$ cat src/ldl_pkg.sv
package ldl_pkg;

    localparam int Q_W           = 32;
    localparam int DIVD_W        = 48;
    localparam int DIV_CELLS     = DIVD_W;
    localparam int CNT_W         = 7;
    localparam int IDX_W         = 4;
    localparam int ADDR_W        = 8;
    localparam int SIZE_W        = 4;
    localparam int TDATA_W       = 40;
    localparam int CFG_IDX_W     = 2;
    localparam int MAX_ORDER_DEF = 8;

    localparam logic [SIZE_W-1:0]    SIZE_RESET = 4'd8;
    localparam logic [CFG_IDX_W-1:0] REG_SIZE   = 2'd0;
    localparam logic [CFG_IDX_W-1:0] REG_THRESH = 2'd1;

    typedef enum logic [3:0] {
        S_LOAD,
        S_RDV,
        S_GETV,
        S_GETA,
        S_GETB,
        S_GETD,
        S_MUL2,
        S_SUB,
        S_FIN,
        S_DIVW,
        S_ERD,
        S_ELAT,
        S_EHOLD
    } t_state;

    // One stage of the restoring divider: partial remainder and the shift
    // register that holds the remaining dividend bits and the quotient bits.
    typedef struct packed {
        logic              valid;
        logic              neg;
        logic [Q_W-1:0]    den;
        logic [Q_W-1:0]    rem;
        logic [DIVD_W-1:0] dq;
    } t_div_stage;

endpackage

$ cat src/ldl_div_cell.sv
module ldl_div_cell (
    input  logic                  i_clk,
    input  logic                  i_rst_n,
    input  ldl_pkg::t_div_stage   i_stage,
    output ldl_pkg::t_div_stage   o_stage
);

    logic [ldl_pkg::Q_W:0] w_rs;
    logic                  w_ge;
    ldl_pkg::t_div_stage   n_stage;
    ldl_pkg::t_div_stage   r_stage;

    // Shift one dividend bit into the remainder and try to subtract the divisor.
    always_comb begin
        w_rs = {i_stage.rem, i_stage.dq[ldl_pkg::DIVD_W-1]};
        w_ge = (w_rs >= {1'b0, i_stage.den});
        n_stage       = i_stage;
        n_stage.rem   = w_ge ? ldl_pkg::Q_W'(w_rs - {1'b0, i_stage.den})
                             : w_rs[ldl_pkg::Q_W-1:0];
        n_stage.dq    = {i_stage.dq[ldl_pkg::DIVD_W-2:0], w_ge};
    end

    always_ff @(posedge i_clk) begin
        if (!i_rst_n) begin
            r_stage <= '0;
        end else begin
            r_stage <= n_stage;
        end
    end

    assign o_stage = r_stage;

endmodule

$ cat config.mk
export PLATFORM = sky130hd
export DESIGN_NAME = ldl_div_cell
export DESIGN_NICKNAME = d
export VERILOG_FILES = /design/src/ldl_pkg.sv /design/src/ldl_div_cell.sv
export SDC_FILE = /design/constraint.sdc
export NUM_CORES = 1
export LEC_CHECK = 0
export ABC_CLOCK_PERIOD_IN_PS = 2800
export BUFFER_PORTS_ARGS = -buffer_cell sky130_fd_sc_hd__buf_2
export CELL_PAD_IN_SITES_DETAIL_PLACEMENT = 1
export CELL_PAD_IN_SITES_GLOBAL_PLACEMENT = 1
export CORE_AREA = 8 8 132 134
export DETAILED_ROUTE_END_ITERATION = 16
export DIE_AREA = 0 0 140 142
export PLACE_DENSITY_LB_ADDON = 0.08
export SLEW_MARGIN = 20
export SYNTH_ARGS = -nofsm -noshare
export SYNTH_HDL_FRONTEND = slang
export SYNTH_SLANG_ARGS = --single-unit
$ cat constraint.sdc
create_clock -name i_clk -period 2.8 [get_ports i_clk]
set_input_delay 0.42 -clock i_clk [delete_from_list [all_inputs] [get_ports i_clk]]
set_output_delay 0.42 -clock i_clk [all_outputs]
set_load 0.01 [all_outputs]
==> out/results.txt <==
Seq cells post-synth: 114
Yosys top cell area share: 44.4%
Post-Syn Nets: 727
Predominant post-synthesis flop cell: dfxtp_1
Fin. max-slew vios: 0
Largest area contributor in the netlist: dfxtp_1
Drt pass-1 iters: 4
HP Start: i_stage[13]
Setup repair bufs after CTS: 0
Vias in the first global route: 5384
CP most frequent cell: a21oi_1
Initial antenna violation count: 1
Placed cells: 997
Status: complete, no violations
Total via count in the routed design: 4859
Routed Wire Length: 17400 um
Clock H-tree levels: 4
Max Freq: 0.426 GHz
Adder-cell share of the synthesized area: 8.19%
Core Footprint: 0.0154 mm2
Global-route usage over all layers: 17.5%
Worst path top cell family by delay: compound AO/OA/AOI/OAI gates
Clock buffer count from CTS: 17
Die area: 0.0199 mm2
Max_cap viols: 0
CTS tree: yes
Fin nets: 973
Slowest CP cell: o41ai_1
Gpl congestion: 0.832
DR DRC count: 0
CTS clk-pin slew, worst paths: 0.06 ns
Synth Warn #: 0
Number of synthesized flops with an enable pin: 0
Slew HR: 45.1%
Compound-cell area share of the yosys netlist: 16.0%
WP data arrival: 2.63 ns
Mux cell area share after synthesis: 0.609%
CP endpoint: o_stage[78]$_SDFF_PN0_
Async SR Flop Fraction: 0%
CP Depth: 12
Min Clock Period, post-route: 2.35 ns
Main area contributors after synthesis: dfxtp_1 44%, ha_1 7.8%, and2_1 6.2%
Pleak: 3.71 nW
Simple-gate share of the synthesized area: 21.3%
Largest net degree at the start of global routing: 62
Ant diodes: 0
Hold-fix buffer count after cts: 0
Layout cells sized above 1: 36.1%
Power Dens Cells: 718 mW/mm2
Worst Path Buf+Inv: 2
Largest family of logic cells by synthesized area: simple AND/OR/NAND/NOR gates
Worst-path cell chain: buf_2 > inv_1 > ha_1 > fa_1 > nor2b_1 > o31a_1 > o211ai_2 > nand2_1 > a21oi_1 > o41ai_1 > a21oi_1 > nand4b_1
CP Class: input pin to flop
Layout Area Growth over Synthesis: 40.7%
Final Non-Filler Cells: 1029
Xor and xnor fraction of the mapped netlist area: 3.41%
Fin crit share: 83.9%
Grt ovf: 0
Hpwl dp: 13900 um
Largest register FFs: 114
CP Max Fanout: 4
Num rows: 46
Clk sinks: 114
Sequential element share of the synthesized area: 44.4%
CP peak stage delay: 0.44 ns
I/O Pins: 230
Worst-Margin Slew: 0.823 ns
Post-synthesis cell area: 0.00514 mm2
DR vias/cell: 4.72
Clk Tree Root Cell: clkbuf_16
Final setup fails: 0
Setup Total Neg Slack: 0 ns
DR iter-0 viols: 130
RSZ-0062 raised after global routing: false
CP Launch Type: input pin
Routed length per placed instance: 16.9 um
Fin. Hold Viols: 0
Hold/Removal Path Class: input pin to flop
WP data required: 3.09 ns
Mapped Cells: 578
Distinct cells, synth: 59
CTS resizes: 0
Crit. End Element: flop
Die Y: 142 um
IO buf count: 229
Peak supply drop: 0.401 mV
Buffers from clock root to sink, at most: 2
Die Width: 140 um
First-pass GRT wire length: 27900 um
Antenna Nets Post-Route: 0
Avg Cell Area, Syn: 8.89 um2
Crit path launch: i_stage[47]
Starting density of the core: 33.3%
area by class of cell:
| class | instances | area, um2 |
|---|---|---|
| Fill cell | 1854 | 8200 |
| Multi-Input combinational cell | 394 | 2540 |
| Sequential cell | 114 | 2280 |
| Timing Repair Buffer | 251 | 1340 |
| Clock buffer | 19 | 453 |
| Tap cell | 192 | 240 |
| Clock inverter | 13 | 196 |
| Inverter | 46 | 173 |
kinds of logic after synthesis:
family          count (synthesis)
buf+inv                        70
simple gates                  217
mux                             3
xor+xnor                       20
compound gates                121
flops                         114
fa+ha+maj                      33
layout by cell type, fill, tap and decap left out, types with 3 or more instances in the layout:
cell / n
nand4_1: 9
nand3b_1: 4
nand2b_1: 3
bufinv_16: 4
nor3_1: 4
o31ai_1: 3
xnor2_1: 13
nor2_1: 58
and2_1: 51
o211ai_1: 3
buf_2: 229
a21oi_1: 46
nand3_1: 15
inv_1: 44
nand4b_1: 4
clkinv_4: 3
inv_6: 4
o21ai_0: 14
dfxtp_1: 114
ha_1: 32
xor2_1: 7
o21a_1: 3
buf_4: 20
a211oi_2: 5
a21o_1: 14
and3_1: 5
clkbuf_16: 17
a31oi_1: 6
o21bai_1: 4
nand2_1: 53
metal layers:
layer	vias to the layer above	GRT usage (%)	share of wire, %
met5	-	0	0.075
met4	2	6.00	1.1
met3	17	5.37	5.9
met2	154	30.4	49
met1	2237	20.1	44
li1	2449	-	-
power breakdown:
part | switching [mW] | internal (mW) | total (mW)
Combinational | 0.582 | 0.452 | 1.03
Clock | 0.811 | 1.55 | 2.36
Sequential | 0.0312 | 1.76 | 1.79
Total | 1.42 | 3.76 | 5.18
cells in the mapped netlist, types with 3 or more instances:
cell	instances
o211ai_1	3
o31ai_1	3
nor3_1	4
buf_2	5
xor2_1	7
a21o_1	14
ha_1	32
o21bai_1	4
nand3b_1	4
buf_6	5
o21ai_0	14
clkbuf_1	12
nand3_1	15
xnor2_1	13
and3_1	5
nor2_1	58
nand2_1	53
nand2b_1	3
nand4_1	9
a21oi_1	46
and2_1	51
dfxtp_1	114
nand4b_1	4
inv_1	45
a211oi_2	5
o21a_1	3
a31oi_1	6
worst min-delay path by stage:
| stage | end | cells after the start |
|---|---|---|
| 6_report | o_stage[14]$_SDFF_PN0_ | 2 |
| 5_1_grt | o_stage[34]$_SDFF_PN0_ | 2 |
| 4_1_cts | o_stage[17]$_SDFF_PN0_ | 2 |
| 3_5_place_dp | o_stage[8]$_SDFF_PN0_ | 2 |
| 3_3_place_gp | o_stage[9]$_SDFF_PN0_ | 2 |
| 2_1_floorplan | o_stage[10]$_SDFF_PN0_ | 1 |
through the flow:
| stage | utilization, % | setup WS [ns] | hold WS (ns) | instance area [um2] | power, mW |
|---|---|---|---|---|---|
| floorplan | - | 0.375 | 0.547 | 5140 | 2.46 |
| global placement | 42.6 | 0.0805 | 0.627 | 6580 | 2.85 |
| detailed placement | 42.6 | 0.0305 | 0.631 | 6580 | 2.87 |
| CTS | 46.8 | 0.454 | 0.190 | 7220 | 5.27 |
| global route | 46.8 | 0.269 | 0.196 | 7220 | 5.45 |
| finish | 46.8 | 0.452 | 0.213 | 7220 | 5.18 |
Note: power is estimated with default switching activity, not from simulation.
