<file path="src/ldl_ram.sv">
module ldl_ram #(
    parameter int WIDTH = 32,
    parameter int DEPTH = 64
) (
    input  logic                                i_clk,
    input  logic                                i_we,
    input  logic [(DEPTH > 1 ? $clog2(DEPTH) : 1)-1:0] i_waddr,
    input  logic [WIDTH-1:0]                    i_wdata,
    input  logic [(DEPTH > 1 ? $clog2(DEPTH) : 1)-1:0] i_raddr,
    output logic [WIDTH-1:0]                    o_rdata
);

    logic [WIDTH-1:0] r_mem [DEPTH];
    logic [WIDTH-1:0] r_rdata;

    always_ff @(posedge i_clk) begin
        if (i_we) begin
            r_mem[i_waddr] <= i_wdata;
        end
        r_rdata <= r_mem[i_raddr];
    end

    assign o_rdata = r_rdata;

endmodule

</file>
<file path="config.mk">
export PLATFORM = sky130hd
export DESIGN_NAME = ldl_ram
export DESIGN_NICKNAME = d
export VERILOG_FILES = /design/src/ldl_ram.sv
export SDC_FILE = /design/constraint.sdc
export NUM_CORES = 2
export LEC_CHECK = 0
export ABC_AREA = 1
export BUFFER_PORTS_ARGS = -buffer_cell sky130_fd_sc_hd__buf_2
export CORE_MARGIN = 3
export CORE_UTILIZATION = 31
export CTS_CLUSTER_DIAMETER = 60
export DETAILED_ROUTE_END_ITERATION = 6
export PLACE_DENSITY_LB_ADDON = 0.15
export REMOVE_ABC_BUFFERS = 1
export SLEW_MARGIN = 10
export SYNTH_ARGS = -nofsm -noshare
export SYNTH_HDL_FRONTEND = slang
export SYNTH_SLANG_ARGS = --single-unit
export TNS_END_PERCENT = 10
</file>
<file path="constraint.sdc">
create_clock -name i_clk -period 5.5 [get_ports i_clk]
set_input_delay 0.55 -clock i_clk [delete_from_list [all_inputs] [get_ports i_clk]]
set_output_delay 0.55 -clock i_clk [all_outputs]
set_load 0.03 [all_outputs]
</file>
==> report_table.html <==
<table>
<tr><th>Metric</th><th>Value</th></tr>
<tr><th colspan="2">Clock tree</th></tr>
<tr><td>Clock latency on the worst-skew pair</td><td>0.87 ns</td></tr>
<tr><td>Maximum level of the CTS H-tree</td><td>4</td></tr>
<tr><td>Total CTS buffers</td><td>218</td></tr>
<tr><td>Clock transition at the registers of the reported paths</td><td>0.06 ns</td></tr>
<tr><td>CTS-repair resized insts</td><td>0</td></tr>
<tr><td>CTS tree</td><td>done</td></tr>
<tr><td>Clock root cell</td><td>sky130_fd_sc_hd__clkbuf_16</td></tr>
<tr><td>Clock sinks</td><td>2080</td></tr>
<tr><td>Largest buffer count on any clock path</td><td>3</td></tr>
<tr><th colspan="2">Layout</th></tr>
<tr><td>Final-stage net count</td><td>6857</td></tr>
<tr><td>Area growth from synthesis to final layout</td><td>14.5%</td></tr>
<tr><td>Fraction of layout instances using a drive strength above 1</td><td>9.12%</td></tr>
<tr><td>Most common cell after layout, fill and taps aside</td><td>sky130_fd_sc_hd__nand2_1</td></tr>
<tr><td>Most frequent cells in the layout</td><td>2248 x sky130_fd_sc_hd__nand2_1, 2048 x sky130_fd_sc_hd__edfxtp_1, 1907 x sky130_fd_sc_hd__nand3_1</td></tr>
<tr><td>Design Area, Final</td><td>94800 sq um</td></tr>
<tr><th colspan="2">Logic synthesis</th></tr>
<tr><td>Count of synthesis-stage warnings from yosys</td><td>0</td></tr>
<tr><td>Seq cells post-synth</td><td>2080</td></tr>
<tr><td>Share of Yosys cell area claimed by the top area cell type</td><td>74.3%</td></tr>
<tr><td>Cell types with the largest area share after synthesis</td><td>sky130_fd_sc_hd__edfxtp_1 74%, sky130_fd_sc_hd__nand3_1 12%, sky130_fd_sc_hd__nand2_1 10%, sky130_fd_sc_hd__buf_2 1.7%, sky130_fd_sc_hd__dfxtp_1 0.77%</td></tr>
<tr><td>Sequential cell area fraction in the yosys report</td><td>75.1%</td></tr>
<tr><td>Synth area leader</td><td>sky130_fd_sc_hd__edfxtp_1</td></tr>
<tr><td>Synth Area per Inst</td><td>12.2 sq um</td></tr>
<tr><td>Synthesized area</td><td>82700 sq um</td></tr>
<tr><td>Number of cells produced by synthesis</td><td>6769</td></tr>
<tr><td>Distinct cell type count of the synthesized netlist</td><td>16</td></tr>
<tr><th colspan="2">Detailed routing</th></tr>
<tr><td>Average wire length per cell after detail routing</td><td>26.5 microns</td></tr>
<tr><td>Drt pass-1 iters</td><td>7</td></tr>
<tr><td>DR DRC count</td><td>1</td></tr>
<tr><td>Routed via count</td><td>53542</td></tr>
<tr><td>Avg Vias per Cell</td><td>5.07</td></tr>
<tr><td>Detailed-route wire length</td><td>280000 microns</td></tr>
<tr><td>Initial DRC Count</td><td>5551</td></tr>
<tr><td>Count of antenna-violating nets left after detailed routing</td><td>0</td></tr>
<tr><th colspan="2">Run status</th></tr>
<tr><td>Result of the run</td><td>complete, but fails checks</td></tr>
<tr><td>Failing checks</td><td>DRC</td></tr>
<tr><th colspan="2">Power and ir drop</th></tr>
<tr><td>Worst-case vdd ir drop</td><td>0.000247 V</td></tr>
<tr><td>Areal power density over the cells</td><td>365 nW/um^2</td></tr>
<tr><td>Leakage component of the power</td><td>32.7 nW</td></tr>
<tr><th colspan="2">Timing</th></tr>
<tr><td>Worst-margin pin slew</td><td>1.36 ns</td></tr>
<tr><td>Hold slack final</td><td>0.0719 ns</td></tr>
<tr><td>Max-slew violation count</td><td>0</td></tr>
<tr><td>Worst Clk Skew</td><td>0.0364 ns</td></tr>
<tr><td>Worst slew margin relative to its limit</td><td>9.15%</td></tr>
<tr><td>Post-route fraction of the period consumed by the critical path</td><td>56.0%</td></tr>
<tr><td>Fmax</td><td>0.325 GHz</td></tr>
<tr><td>Tmin final</td><td>3.08 ns</td></tr>
<tr><td>Total count of hold-check failures in the final report</td><td>0</td></tr>
<tr><td>RSZ-0062 raised after global routing</td><td>false</td></tr>
<tr><td>Final setup violating endpoints</td><td>0</td></tr>
<tr><th colspan="2">GRT</th></tr>
<tr><td>Largest net degree at the start of global routing</td><td>152</td></tr>
<tr><td>Antenna violations before repair</td><td>26</td></tr>
<tr><td>GRT overflow</td><td>0</td></tr>
<tr><td>Tot GR Track Use</td><td>20.1%</td></tr>
<tr><td>Global-route wire length before repair</td><td>397000 microns</td></tr>
<tr><td>Vias in the first global route</td><td>50513</td></tr>
<tr><th colspan="2">Floorplanning</th></tr>
<tr><td>Die Span X</td><td>523 microns</td></tr>
<tr><td>Area inside the core boundary</td><td>265000 sq um</td></tr>
<tr><td>Number of core rows</td><td>189</td></tr>
<tr><td>Vertical die dimension</td><td>523 microns</td></tr>
<tr><td>Die Footprint</td><td>273000 sq um</td></tr>
<tr><td>Count of pins on the block boundary</td><td>78</td></tr>
<tr><td>Initial Util</td><td>31.2%</td></tr>
<tr><th colspan="2">Placed design</th></tr>
<tr><td>Count of input and output buffers</td><td>77</td></tr>
<tr><td>Placed instance area</td><td>87700 sq um</td></tr>
<tr><td>Weighted congestion reported at the end of routability-driven placement</td><td>0.836</td></tr>
<tr><td>Post-detail-place hpwl</td><td>157000 microns</td></tr>
<tr><th colspan="2">Hold path</th></tr>
<tr><td>Worst min path class</td><td>primary input to flop</td></tr>
<tr><td>Hold path startpoint</td><td>i_wdata[6]</td></tr>
<tr><th colspan="2">Worst setup path</th></tr>
<tr><td>Setup CP Type</td><td>primary input to flop</td></tr>
<tr><td>Start point of the critical path</td><td>i_raddr[0]</td></tr>
<tr><td>Critical-path top delay cell</td><td>sky130_fd_sc_hd__nand3_1</td></tr>
<tr><td>Cell chain of the critical path</td><td>buf_8 &gt; inv_16 &gt; buf_4 &gt; buf_4 &gt; nand2_1 &gt; nand3_1 &gt; nand3_1 &gt; nand2_1 &gt; nand2_1 &gt; nand3_1 &gt; nand3_1 &gt; nand2_1</td></tr>
<tr><td>Maximum single-stage delay on the critical path</td><td>0.52 ns</td></tr>
<tr><td>Critical register-to-register path startpoint</td><td>r_mem[25][4]$_DFFE_PP_</td></tr>
<tr><td>Kind of start point of the critical path</td><td>primary input</td></tr>
<tr><td>Critical path required time</td><td>6.22 ns</td></tr>
<tr><td>Critical Path End Type</td><td>flop</td></tr>
<tr><td>Largest fanout on the critical path</td><td>151</td></tr>
<tr><td>Critical path arrival</td><td>3.80 ns</td></tr>
<tr><th colspan="2">Job</th></tr>
<tr><td>Count of maximum capacitance violations</td><td>0</td></tr>
</table>
-- where the power goes --
group | switching, mW | internal, mW | total [mW]
Clock | 6.22 | 8.42 | 14.6
Sequential | 0.122 | 17.5 | 17.7
Combinational | 1.77 | 0.488 | 2.26
-- area by class of cell --
cell class                      instances  area (sq um)
Multi-Input combinational cell       4228         18800
Clock buffer                          295          6020
Tap cell                             3533          4420
Inverter                               12          85.1
Fill cell                           25898        171000
Timing Repair Buffer                  271          2270
Clock inverter                        110           992
Sequential cell                      2080         62100
Antenna cell                           32          80.1
-- worst paths after layout --
kind         cells past startpoint  slack [ns]                      to
max                             12        2.42      o_rdata[4]$_DFF_P_
min                              1        0.07  r_mem[25][6]$_DFFE_PP_
max reg2reg                      8        3.57      o_rdata[4]$_DFF_P_
min reg2reg                      8        0.81      o_rdata[3]$_DFF_P_
-- layer usage --
metal	global-route usage [%]	wire (microns)
met1	28.9	126000
met2	31.5	130000
met3	2.60	15600
met4	6.51	8070
met5	0	11
-- registers in the layout, summed over array words and instances, names as in the netlist --
signal   cells
o_rdata     32
r_mem     2048
-- worst max-delay path, delay by kind of cell --
family / cells / cell delay (ns)
AND/OR/NAND/NOR: 8 / 1.42
buffers and inverters: 4 / 1.41
-- through the flow --
| stage | total power, mW | worst slack [ns] | setup TNS [ns] | std cells | util, % |
|---|---|---|---|---|---|
| 3_5_place_dp | 20.3 | 1.74 | 0 | 10122 | 33.0 |
| 6_report | 34.6 | 2.42 | 0 | 10561 | 35.7 |
| 3_3_place_gp | 20.3 | 1.76 | 0 | 10119 | 33.0 |
| 4_1_cts | 34.9 | 2.69 | 0 | 10528 | 35.7 |
| 2_1_floorplan | 18.9 | -0.585 | -17.85 | 6320 | - |
| 5_1_grt | 35.7 | 2.52 | 0 | 10558 | 35.7 |
-- synth_stat cells --
master                        n
sky130_fd_sc_hd__nand3_1   1907
sky130_fd_sc_hd__inv_4        1
sky130_fd_sc_hd__buf_1       40
sky130_fd_sc_hd__buf_8        2
sky130_fd_sc_hd__nand2_1   2248
sky130_fd_sc_hd__edfxtp_1  2048
sky130_fd_sc_hd__buf_6        3
sky130_fd_sc_hd__clkbuf_1    77
sky130_fd_sc_hd__nor4_1       8
sky130_fd_sc_hd__nor2_1      56
sky130_fd_sc_hd__inv_2        2
sky130_fd_sc_hd__inv_1        9
sky130_fd_sc_hd__nand4_1      9
sky130_fd_sc_hd__dfxtp_1     32
sky130_fd_sc_hd__buf_4       45
sky130_fd_sc_hd__buf_2      282
-- what timing repair did --
action | 4_1_cts | 5_1_grt
hold buffers | 1 | 0
buffers inserted | 0 | 0
endpoints found under the hold margin | 1 | 0
-- logic make-up after synthesis --
logic type | Yosys count | synth area share (%)
buffers and inverters | 461 | 2.78
flip-flops | 2080 | 75.1
AND/OR/NAND/NOR | 4228 | 22.1
(Power assumes the default switching activity.)
